===== src/design/hpp_pkg.sv =====
// ----------------------------------------------------------------------------
// hpp_pkg: shared types and constants of the two-polynomial Horner core
// Field widths, polynomial layout and the sequencer encodings.
// ----------------------------------------------------------------------------
`default_nettype none

package hpp_pkg;

  localparam int unsigned X_WIDTH     = 36;
  localparam int unsigned P1_WIDTH    = 64;
  localparam int unsigned P2_WIDTH    = 45;
  localparam int unsigned PROD_WIDTH  = 63;
  localparam int unsigned PROD_FRAC   = 12;
  localparam int unsigned X_LIMIT_INT = 5;

  // Coefficient table layout: p1 uses entries 0..10, p2 uses 11..17.
  localparam logic [4:0] P1_FIRST_IDX = 5'd10;
  localparam logic [4:0] P1_LAST_IDX  = 5'd0;
  localparam logic [4:0] P2_FIRST_IDX = 5'd17;
  localparam logic [4:0] P2_LAST_IDX  = 5'd11;

  // Number of 32x32 partial products per multiplication.
  localparam logic [2:0] HORNER_PARTS = 3'd2;
  localparam logic [2:0] PROD_PARTS   = 3'd4;

  typedef enum logic [2:0] {
    ST_IDLE,
    ST_SETUP,
    ST_MUL,
    ST_FIN,
    ST_RESULT
  } state_e;

  typedef enum logic [1:0] {
    PH_P1,
    PH_P2,
    PH_PROD
  } phase_e;

endpackage

`default_nettype wire


===== src/design/hpp_in_if.sv =====
// ----------------------------------------------------------------------------
// hpp_in_if: argument channel
// Valid/ready channel that carries one fixed-point argument per transaction.
// ----------------------------------------------------------------------------
`default_nettype none

interface hpp_in_if;
  logic                               valid;
  logic                               ready;
  logic signed [hpp_pkg::X_WIDTH-1:0] x_value;

  modport source (output valid, output x_value, input ready);
  modport sink   (input valid, input x_value, output ready);
endinterface

`default_nettype wire


===== src/design/hpp_out_if.sv =====
// ----------------------------------------------------------------------------
// hpp_out_if: result channel
// Valid/ready channel that carries p1, p2, their product and a range flag.
// ----------------------------------------------------------------------------
`default_nettype none

interface hpp_out_if;
  logic                                  valid;
  logic                                  ready;
  logic                                  range_error;
  logic signed [hpp_pkg::P1_WIDTH-1:0]   first_poly;
  logic signed [hpp_pkg::P2_WIDTH-1:0]   second_poly;
  logic signed [hpp_pkg::PROD_WIDTH-1:0] poly_product;

  modport source (output valid, output range_error, output first_poly,
                  output second_poly, output poly_product, input ready);
  modport sink   (input valid, input range_error, input first_poly,
                  input second_poly, input poly_product, output ready);
endinterface

`default_nettype wire


===== src/design/horner_two_poly_product_core.sv =====
// ----------------------------------------------------------------------------
// horner_two_poly_product_core: fixed-point Horner evaluator of p1, p2, p1*p2
// Each argument is carried through to a registered result before the next one
// is accepted: an in-range argument runs 18 Horner steps and the final product
// through the single shared 32x32 multiplier that every step passes through;
// an out-of-range argument goes straight to the result register, which is
// loaded only once the previous result has been taken or none is pending.
// Reset (rst_ni low, asynchronous): sequencer idle, no result pending.
// ----------------------------------------------------------------------------
`default_nettype none

module horner_two_poly_product_core #(
  parameter int unsigned FRAC_BITS = 28
) (
  input  wire           clk_i,
  input  wire           rst_ni,
  hpp_in_if.sink        in_i,
  hpp_out_if.source     out_o
);

  // Every multiplication is done as magnitude times magnitude by a single
  // 32x32 unsigned multiplier. The partial products are summed into a
  // 128-bit register that is preloaded with the rounding half, so the
  // finish cycle only shifts, clamps, restores the sign and adds the next
  // coefficient with saturation.
  //
  // Horner step: SETUP (magnitudes and sign), MUL (two partial products, then
  // the last registered product is folded into the sum), FIN (round, add).
  // Final product: the same sequence with four partial products.

  localparam int unsigned SH_HORNER = FRAC_BITS;
  localparam int unsigned SH_PROD   = 2 * FRAC_BITS - hpp_pkg::PROD_FRAC;

  localparam logic [127:0] HALF_HORNER = 128'd1 << (SH_HORNER - 1);
  localparam logic [127:0] HALF_PROD   = 128'd1 << (SH_PROD - 1);

  localparam logic [63:0] MAXPOS_HORNER = 64'h7FFF_FFFF_FFFF_FFFF;
  localparam logic [63:0] MAXPOS_PROD   = 64'h3FFF_FFFF_FFFF_FFFF;

  // Inputs outside [-5, 5] in fixed point are flagged as range errors.
  localparam logic signed [hpp_pkg::X_WIDTH-1:0] X_LIMIT =
    hpp_pkg::X_WIDTH'(hpp_pkg::X_LIMIT_INT) <<< FRAC_BITS;

  // Coefficients, rounded to nearest with FRAC_BITS fraction bits.
  localparam logic signed [63:0] COEF_X6_P1  = ((64'sd6243 <<< FRAC_BITS) + 64'sd5) / 64'sd10;
  localparam logic signed [63:0] COEF_X8_P1  =
    -(((64'sd5253243 <<< FRAC_BITS) + 64'sd50) / 64'sd100);
  localparam logic signed [63:0] COEF_X10_P1 =
    -(((64'sd12107 <<< FRAC_BITS) + 64'sd2500) / 64'sd5000);
  localparam logic signed [63:0] COEF_ONE    = 64'sd1 <<< FRAC_BITS;

  localparam logic signed [hpp_pkg::P2_WIDTH-1:0] P2_MAX =
    {1'b0, {(hpp_pkg::P2_WIDTH-1){1'b1}}};
  localparam logic signed [hpp_pkg::P2_WIDTH-1:0] P2_MIN =
    {1'b1, {(hpp_pkg::P2_WIDTH-1){1'b0}}};

  // Sequencer state.
  hpp_pkg::state_e state_q, state_d;
  hpp_pkg::phase_e phase_q, phase_d;
  logic [4:0]      coef_idx_q, coef_idx_d;
  logic [2:0]      part_cnt_q, part_cnt_d;
  logic [2:0]      part_num_q, part_num_d;
  logic            out_valid_q, out_valid_d;

  // Datapath registers.
  logic signed [hpp_pkg::X_WIDTH-1:0]    x_q, x_d;
  logic                                  err_q, err_d;
  logic signed [63:0]                    acc_q, acc_d;
  logic signed [63:0]                    p1_q, p1_d;
  logic signed [hpp_pkg::P2_WIDTH-1:0]   p2_q, p2_d;
  logic signed [hpp_pkg::PROD_WIDTH-1:0] prod_q, prod_d;
  logic [63:0]                           a_mag_q, a_mag_d;
  logic [63:0]                           b_mag_q, b_mag_d;
  logic                                  neg_q, neg_d;
  logic [127:0]                          sum_q, sum_d;
  logic [63:0]                           pp_q, pp_d;
  logic [1:0]                            pp_shift_q, pp_shift_d;

  logic                                  out_err_q, out_err_d;
  logic signed [hpp_pkg::P1_WIDTH-1:0]   out_p1_q, out_p1_d;
  logic signed [hpp_pkg::P2_WIDTH-1:0]   out_p2_q, out_p2_d;
  logic signed [hpp_pkg::PROD_WIDTH-1:0] out_prod_q, out_prod_d;

  // Combinational helpers.
  logic               in_fire;
  logic               out_free;
  logic signed [63:0] coef;
  logic signed [63:0] op_a, op_b;
  logic [31:0]        mul_a, mul_b;
  logic [63:0]        mul_p;
  logic [127:0]       shifted;
  logic [63:0]        rlo, limit, maxpos;
  logic               rhi_nz;
  logic signed [65:0] fin_sum;
  logic signed [63:0] fin_val;
  logic signed [hpp_pkg::P2_WIDTH-1:0] p2_sat;

  assign in_fire  = in_i.valid && in_i.ready;
  assign out_free = !out_valid_q || out_o.ready;

  assign in_i.ready         = (state_q == hpp_pkg::ST_IDLE);
  assign out_o.valid        = out_valid_q;
  assign out_o.range_error  = out_err_q;
  assign out_o.first_poly   = out_p1_q;
  assign out_o.second_poly  = out_p2_q;
  assign out_o.poly_product = out_prod_q;

  // Constant coefficient table; the product phase adds nothing.
  always_comb begin
    case (coef_idx_q)
      5'd6:    coef = COEF_X6_P1;
      5'd8:    coef = COEF_X8_P1;
      5'd10:   coef = COEF_X10_P1;
      5'd14:   coef = -COEF_ONE;
      5'd15:   coef = COEF_ONE <<< 1;
      5'd16:   coef = -COEF_ONE;
      5'd17:   coef = COEF_ONE;
      default: coef = 64'sd0;
    endcase
    if (phase_q == hpp_pkg::PH_PROD) begin
      coef = 64'sd0;
    end
  end

  // Operand selection for the setup cycle.
  assign op_a = (phase_q == hpp_pkg::PH_PROD) ? p1_q : acc_q;
  assign op_b = (phase_q == hpp_pkg::PH_PROD) ? 64'(p2_q) : 64'(x_q);

  // Shared multiplier. Partial index bit 0 picks the half of a, bit 1 of b.
  assign mul_a = part_cnt_q[0] ? a_mag_q[63:32] : a_mag_q[31:0];
  assign mul_b = part_cnt_q[1] ? b_mag_q[63:32] : b_mag_q[31:0];
  assign mul_p = mul_a * mul_b;

  // Finish: scale down, clamp the magnitude, restore sign, add coefficient.
  always_comb begin
    if (phase_q == hpp_pkg::PH_PROD) begin
      shifted = sum_q >> SH_PROD;
      maxpos  = MAXPOS_PROD;
    end else begin
      shifted = sum_q >> SH_HORNER;
      maxpos  = MAXPOS_HORNER;
    end
    rhi_nz = |shifted[127:64];
    limit  = neg_q ? (maxpos + 64'd1) : maxpos;
    rlo    = (rhi_nz || (shifted[63:0] > limit)) ? limit : shifted[63:0];
    fin_sum = neg_q ? (66'(coef) - $signed({2'b00, rlo}))
                    : (66'(coef) + $signed({2'b00, rlo}));
    if (fin_sum > 66'sh0_7FFF_FFFF_FFFF_FFFF) begin
      fin_val = 64'sh7FFF_FFFF_FFFF_FFFF;
    end else if (fin_sum < -66'sh0_8000_0000_0000_0000) begin
      fin_val = 64'sh8000_0000_0000_0000;
    end else begin
      fin_val = fin_sum[63:0];
    end
    if (fin_val > 64'(P2_MAX)) begin
      p2_sat = P2_MAX;
    end else if (fin_val < 64'(P2_MIN)) begin
      p2_sat = P2_MIN;
    end else begin
      p2_sat = fin_val[hpp_pkg::P2_WIDTH-1:0];
    end
  end

  // Next state and datapath updates.
  always_comb begin
    state_d     = state_q;
    phase_d     = phase_q;
    coef_idx_d  = coef_idx_q;
    part_cnt_d  = part_cnt_q;
    part_num_d  = part_num_q;
    out_valid_d = out_valid_q;
    x_d         = x_q;
    err_d       = err_q;
    acc_d       = acc_q;
    p1_d        = p1_q;
    p2_d        = p2_q;
    prod_d      = prod_q;
    a_mag_d     = a_mag_q;
    b_mag_d     = b_mag_q;
    neg_d       = neg_q;
    sum_d       = sum_q;
    pp_d        = pp_q;
    pp_shift_d  = pp_shift_q;
    out_err_d   = out_err_q;
    out_p1_d    = out_p1_q;
    out_p2_d    = out_p2_q;
    out_prod_d  = out_prod_q;

    if (out_valid_q && out_o.ready) begin
      out_valid_d = 1'b0;
    end

    unique case (state_q)
      hpp_pkg::ST_IDLE: begin
        if (in_fire) begin
          x_d = in_i.x_value;
          if ((in_i.x_value < -X_LIMIT) || (in_i.x_value > X_LIMIT)) begin
            err_d   = 1'b1;
            state_d = hpp_pkg::ST_RESULT;
          end else begin
            err_d      = 1'b0;
            acc_d      = 64'sd0;
            phase_d    = hpp_pkg::PH_P1;
            coef_idx_d = hpp_pkg::P1_FIRST_IDX;
            state_d    = hpp_pkg::ST_SETUP;
          end
        end
      end

      hpp_pkg::ST_SETUP: begin
        a_mag_d    = op_a[63] ? (64'd0 - 64'(op_a)) : 64'(op_a);
        b_mag_d    = op_b[63] ? (64'd0 - 64'(op_b)) : 64'(op_b);
        neg_d      = op_a[63] != op_b[63];
        sum_d      = (phase_q == hpp_pkg::PH_PROD) ? HALF_PROD : HALF_HORNER;
        part_num_d = (phase_q == hpp_pkg::PH_PROD) ? hpp_pkg::PROD_PARTS
                                                   : hpp_pkg::HORNER_PARTS;
        part_cnt_d = 3'd0;
        state_d    = hpp_pkg::ST_MUL;
      end

      hpp_pkg::ST_MUL: begin
        // The product of one cycle is added in the next one.
        if (part_cnt_q != 3'd0) begin
          sum_d = sum_q + ({64'd0, pp_q} << (7'd32 * 7'(pp_shift_q)));
        end
        if (part_cnt_q != part_num_q) begin
          pp_d       = mul_p;
          pp_shift_d = 2'(part_cnt_q[0]) + 2'(part_cnt_q[1]);
          part_cnt_d = part_cnt_q + 3'd1;
        end else begin
          state_d = hpp_pkg::ST_FIN;
        end
      end

      hpp_pkg::ST_FIN: begin
        state_d = hpp_pkg::ST_SETUP;
        acc_d   = fin_val;
        case (phase_q)
          hpp_pkg::PH_P1: begin
            if (coef_idx_q == hpp_pkg::P1_LAST_IDX) begin
              p1_d       = fin_val;
              acc_d      = 64'sd0;
              phase_d    = hpp_pkg::PH_P2;
              coef_idx_d = hpp_pkg::P2_FIRST_IDX;
            end else begin
              coef_idx_d = coef_idx_q - 5'd1;
            end
          end
          hpp_pkg::PH_P2: begin
            if (coef_idx_q == hpp_pkg::P2_LAST_IDX) begin
              p2_d    = p2_sat;
              phase_d = hpp_pkg::PH_PROD;
            end else begin
              coef_idx_d = coef_idx_q - 5'd1;
            end
          end
          default: begin
            prod_d  = fin_val[hpp_pkg::PROD_WIDTH-1:0];
            state_d = hpp_pkg::ST_RESULT;
          end
        endcase
      end

      hpp_pkg::ST_RESULT: begin
        if (out_free) begin
          out_valid_d = 1'b1;
          out_err_d   = err_q;
          out_p1_d    = err_q ? '0 : p1_q;
          out_p2_d    = err_q ? '0 : p2_q;
          out_prod_d  = err_q ? '0 : prod_q;
          state_d     = hpp_pkg::ST_IDLE;
        end
      end

      default: state_d = hpp_pkg::ST_IDLE;
    endcase
  end

  always_ff @(posedge clk_i or negedge rst_ni) begin
    if (!rst_ni) begin
      state_q     <= hpp_pkg::ST_IDLE;
      phase_q     <= hpp_pkg::PH_P1;
      coef_idx_q  <= '0;
      part_cnt_q  <= '0;
      part_num_q  <= '0;
      out_valid_q <= 1'b0;
    end else begin
      state_q     <= state_d;
      phase_q     <= phase_d;
      coef_idx_q  <= coef_idx_d;
      part_cnt_q  <= part_cnt_d;
      part_num_q  <= part_num_d;
      out_valid_q <= out_valid_d;
    end
  end

  always_ff @(posedge clk_i) begin
    x_q        <= x_d;
    err_q      <= err_d;
    acc_q      <= acc_d;
    p1_q       <= p1_d;
    p2_q       <= p2_d;
    prod_q     <= prod_d;
    a_mag_q    <= a_mag_d;
    b_mag_q    <= b_mag_d;
    neg_q      <= neg_d;
    sum_q      <= sum_d;
    pp_q       <= pp_d;
    pp_shift_q <= pp_shift_d;
    out_err_q  <= out_err_d;
    out_p1_q   <= out_p1_d;
    out_p2_q   <= out_p2_d;
    out_prod_q <= out_prod_d;
  end

endmodule

`default_nettype wire


===== src/flat_wrapper.sv =====
// flat-port wrapper written by rule: the top's interface ports become plain ports
module horner_two_poly_product_core_flat 
#(
  parameter int unsigned FRAC_BITS = 28
)
  (clk_i, rst_ni, in_i_valid, in_i_x_value, in_i_ready, out_o_valid, out_o_range_error, out_o_first_poly, out_o_second_poly, out_o_poly_product, out_o_ready);
  hpp_in_if in_i_i ();
  hpp_out_if out_o_i ();
  input  wire clk_i;
  input  wire rst_ni;
  input wire logic [$bits(in_i_i.valid)-1:0] in_i_valid;
  input wire logic [$bits(in_i_i.x_value)-1:0] in_i_x_value;
  output wire logic [$bits(in_i_i.ready)-1:0] in_i_ready;
  output wire logic [$bits(out_o_i.valid)-1:0] out_o_valid;
  output wire logic [$bits(out_o_i.range_error)-1:0] out_o_range_error;
  output wire logic [$bits(out_o_i.first_poly)-1:0] out_o_first_poly;
  output wire logic [$bits(out_o_i.second_poly)-1:0] out_o_second_poly;
  output wire logic [$bits(out_o_i.poly_product)-1:0] out_o_poly_product;
  input wire logic [$bits(out_o_i.ready)-1:0] out_o_ready;
  assign in_i_i.valid = in_i_valid;
  assign in_i_i.x_value = in_i_x_value;
  assign in_i_ready = in_i_i.ready;
  assign out_o_valid = out_o_i.valid;
  assign out_o_range_error = out_o_i.range_error;
  assign out_o_first_poly = out_o_i.first_poly;
  assign out_o_second_poly = out_o_i.second_poly;
  assign out_o_poly_product = out_o_i.poly_product;
  assign out_o_i.ready = out_o_ready;
  horner_two_poly_product_core #(.FRAC_BITS(FRAC_BITS)) u_core (.clk_i(clk_i), .rst_ni(rst_ni), .in_i(in_i_i), .out_o(out_o_i));
endmodule

===== config.mk =====
export PLATFORM = sky130hd
export DESIGN_NAME = horner_two_poly_product_core_flat
export DESIGN_NICKNAME = d
export VERILOG_FILES = /design/src/design/hpp_pkg.sv /design/src/design/hpp_in_if.sv /design/src/design/hpp_out_if.sv /design/src/design/horner_two_poly_product_core.sv /design/src/flat_wrapper.sv
export SDC_FILE = /design/constraint.sdc
export NUM_CORES = 2
export LEC_CHECK = 0
export ABC_CLOCK_PERIOD_IN_PS = 17000
export BUFFER_PORTS_ARGS = -buffer_cell sky130_fd_sc_hd__buf_2
export CORE_MARGIN = 4
export CORE_UTILIZATION = 31
export CTS_CLUSTER_SIZE = 40
export DETAILED_ROUTE_END_ITERATION = 10
export MAX_ROUTING_LAYER = met4
export PLACE_DENSITY_LB_ADDON = 0.3
export SLEW_MARGIN = 25
export SYNTH_ARGS = -nofsm -noshare
export SYNTH_HDL_FRONTEND = slang
export SYNTH_SLANG_ARGS = --single-unit

===== constraint.sdc =====
create_clock -name clk_i -period 17 [get_ports clk_i]
set_input_delay 0.85 -clock clk_i [delete_from_list [all_inputs] [get_ports clk_i]]
set_output_delay 0.85 -clock clk_i [all_outputs]
set_load 0.005 [all_outputs]

==> impl_metrics.json <==
{
  "status": "finished clean",
  "std_cell_rows": 188,
  "ys.flop_type": "edfxtp_1",
  "antenna_left": 0,
  "reg2reg_from": "u_core.phase_q[1]",
  "clockBufferDepth": 3,
  "antenna_found_initial": 25,
  "post_cts_resized": 0,
  "final_common_cell": "inv_1",
  "yosysTopAreaCell": "edfxtp_1",
  "postCtsSetupBuffers": 0,
  "start_util_pct": 31.1,
  "crit_fanout": 44,
  "tns_ps": 0,
  "fin_util_pct": 34.3,
  "cap_violations": 0,
  "crit_type": "reg -> reg",
  "setup_viol": 0,
  "cts.sinks": 785,
  "r2r_end": "u_core.p2_q[22]",
  "hp-class": "in -> async",
  "max_stage_delay_ps": 700,
  "worst_clock_skew_ps": 95.7,
  "die_w_um": 521,
  "via_count": 64500,
  "dp_hpwl_um": 239000,
  "netlist_instances": 8489,
  "period_share_pct": 77.3,
  "ys_ff_latch": 785,
  "drive_above_1_share_pct": 8.10,
  "vias_per_cell": 5.30,
  "dieHeight_um": 521,
  "overflow": 0,
  "die_area_um2": 271000,
  "dr.pass1.iters": 6,
  "grt_max_degree": 145,
  "area_growth_pct": 10.3,
  "avgRoutedWirePerCell_um": 25.3,
  "synth_top_area_share_pct": 28.3,
  "port_buffers": 214,
  "insertion_delay_ps": 740,
  "fin_nets": 10000,
  "grt_pass1_wl_um": 448000,
  "rsz0062_at_grt": "false",
  "r2r_cells": 39,
  "synth_edf_count": 769,
  "syn-cell-area_um2": 81600,
  "required_ps": 17390,
  "clock.fmax_mhz": 76.1,
  "numCtsBuffers": 88,
  "core-area_um2": 262000,
  "clk_pin_slew_ps": 60,
  "yosys_warnings": 0,
  "first_iter_violations": 6199,
  "htreeDepth": 3,
  "wl_um": 308000,
  "r2r_slack_ps": 3870,
  "io_pins": 215,
  "gp_congestion": 0.973,
  "cts_tree": "yes",
  "relSlewSlack_pct": 18.9,
  "tightest_slew_ps": 1200,
  "hold_viol": 0,
  "async_flop_share_pct": 2.04,
  "most-common-layout-cells": "inv_1 (1133), nand2_1 (1093), fa_1 (898)",
  "critPathLaunchType": "register",
  "yosys-top-cells-area": "edfxtp_1 (28%), fa_1 (22%), ha_1 (8.1%)",
  "layout_min_cycle_time_ps": 13130,
  "grt_pass1_vias": 64600,
  "grt_util_all_layers_pct": 22.9,
  "root_buffer": "clkbuf_16",
  "drc": 0,
  "nFillCells": 26700,
  "crit_arrival_ps": 13520,
  "end_kind": "register",
  "ys_types": 106,
  "ctsHoldBuffers": 0,
  "drv_slew": 0,
  "seq_area_frac_synth_pct": 28.8,
  "synth.avg_cell_area_um2": 9.61,
  "slowest_stage": "a21boi_0"
}
## logic make-up (layout without fill, tap and decap cells)
family / count (synthesis) / in the layout / synth area share, %
fa+ha+maj: 1424 / 1424 / 30.1
flops: 785 / 785 / 28.8
buf+inv: 1521 / 1665 / 7.13
xor+xnor: 375 / 375 / 4.04
other cells: 1 / 32 / 0.00460
compound gates: 1296 / 1296 / 10.4
simple gates: 2782 / 2782 / 15.7
mux: 305 / 305 / 3.85
## per-stage QoR
step                area [um^2]  hold slack, ps  std cells  worst slack (ps)
floorplan                 81600             424       8507              3970
global placement          86900             490      12000              4190
detailed placement        86900             491      12000              3960
CTS                       89900            87.2      12200              4010
global route              90000             105      12200              3150
finish                    90000             103      12200              3870
## cell usage after synthesis (all sizes together) (188+ instances only)
library cell	count
mux2i	239
nor2b	258
a21o	188
fa	898
nor2	692
inv	1140
a21oi	433
clkbuf	318
xnor2	242
edfxtp	769
o21ai	238
ha	526
nand2	1094
## flip-flops by register name, summed over array words and instances, names as in the netlist, 2 cells and up
register and flops:
u_core.part_cnt_q 3, u_core.part_num_q 2, u_core.coef_idx_q 5, u_core.p2_q 45, u_core.out_o.poly_product 63, u_core.prod_q 63, u_core.pp_q 64, u_core.b_mag_q 64
u_core.state_q 3, u_core.out_o.second_poly 45, u_core.a_mag_q 64, u_core.acc_q 64, u_core.pp_shift_q 2, u_core.out_o.first_poly 64, u_core.p1_q 64, u_core.x_q 36
u_core.sum_q 128, u_core.phase_q 2
## critical path: cells and delay by family, from the launching register on
kind | cells | cell delay (ps)
compound gates | 15 | 4430
simple gates | 13 | 3660
buf+inv | 5 | 1930
fa+ha+maj | 3 | 1120
xor+xnor | 2 | 560
mux | 1 | 530
flops | 1 | 480
## final cells by class
class / count / area [um^2] / area share (%)
sequential: 785 / 23500 / 26.1
clock buffer: 104 / 2300 / 2.56
antenna: 13 / 32.5 / 0.0361
tap: 3515 / 4400 / 4.89
clock inverter: 60 / 708 / 0.787
multi-input combinational: 6201 / 52500 / 58.4
inverter: 1140 / 4290 / 4.76
timing repair buffer: 361 / 2240 / 2.48
## per-layer routing
metal / track usage, % / vias to the layer above / wire [um]
li1: - / 28400 / -
met1: 29.9 / 33000 / 129000
met2: 35.8 / 2668 / 142000
met3: 3.63 / 470 / 23000
met4: 8.91 / 0 / 14100
met5: - / - / 0
## worst max path at each step
stage	slack (ps)	endpoint	depth (start not counted)	startpoint
after floorplan	3970	u_core.p2_q[0]	57	u_core.phase_q[0]
after global placement	4190	u_core.p2_q[18]	40	u_core.phase_q[1]
after detailed placement	3960	u_core.p2_q[18]	40	u_core.phase_q[1]
after CTS	4010	u_core.p2_q[22]	40	u_core.phase_q[1]
after global routing	3150	u_core.p2_q[22]	40	u_core.phase_q[1]
final	3870	u_core.p2_q[22]	39	u_core.phase_q[1]
Power is left out: the tool's default activity adds up to more than one toggle a clock period on the data nets, which glitch-free logic cannot reach.
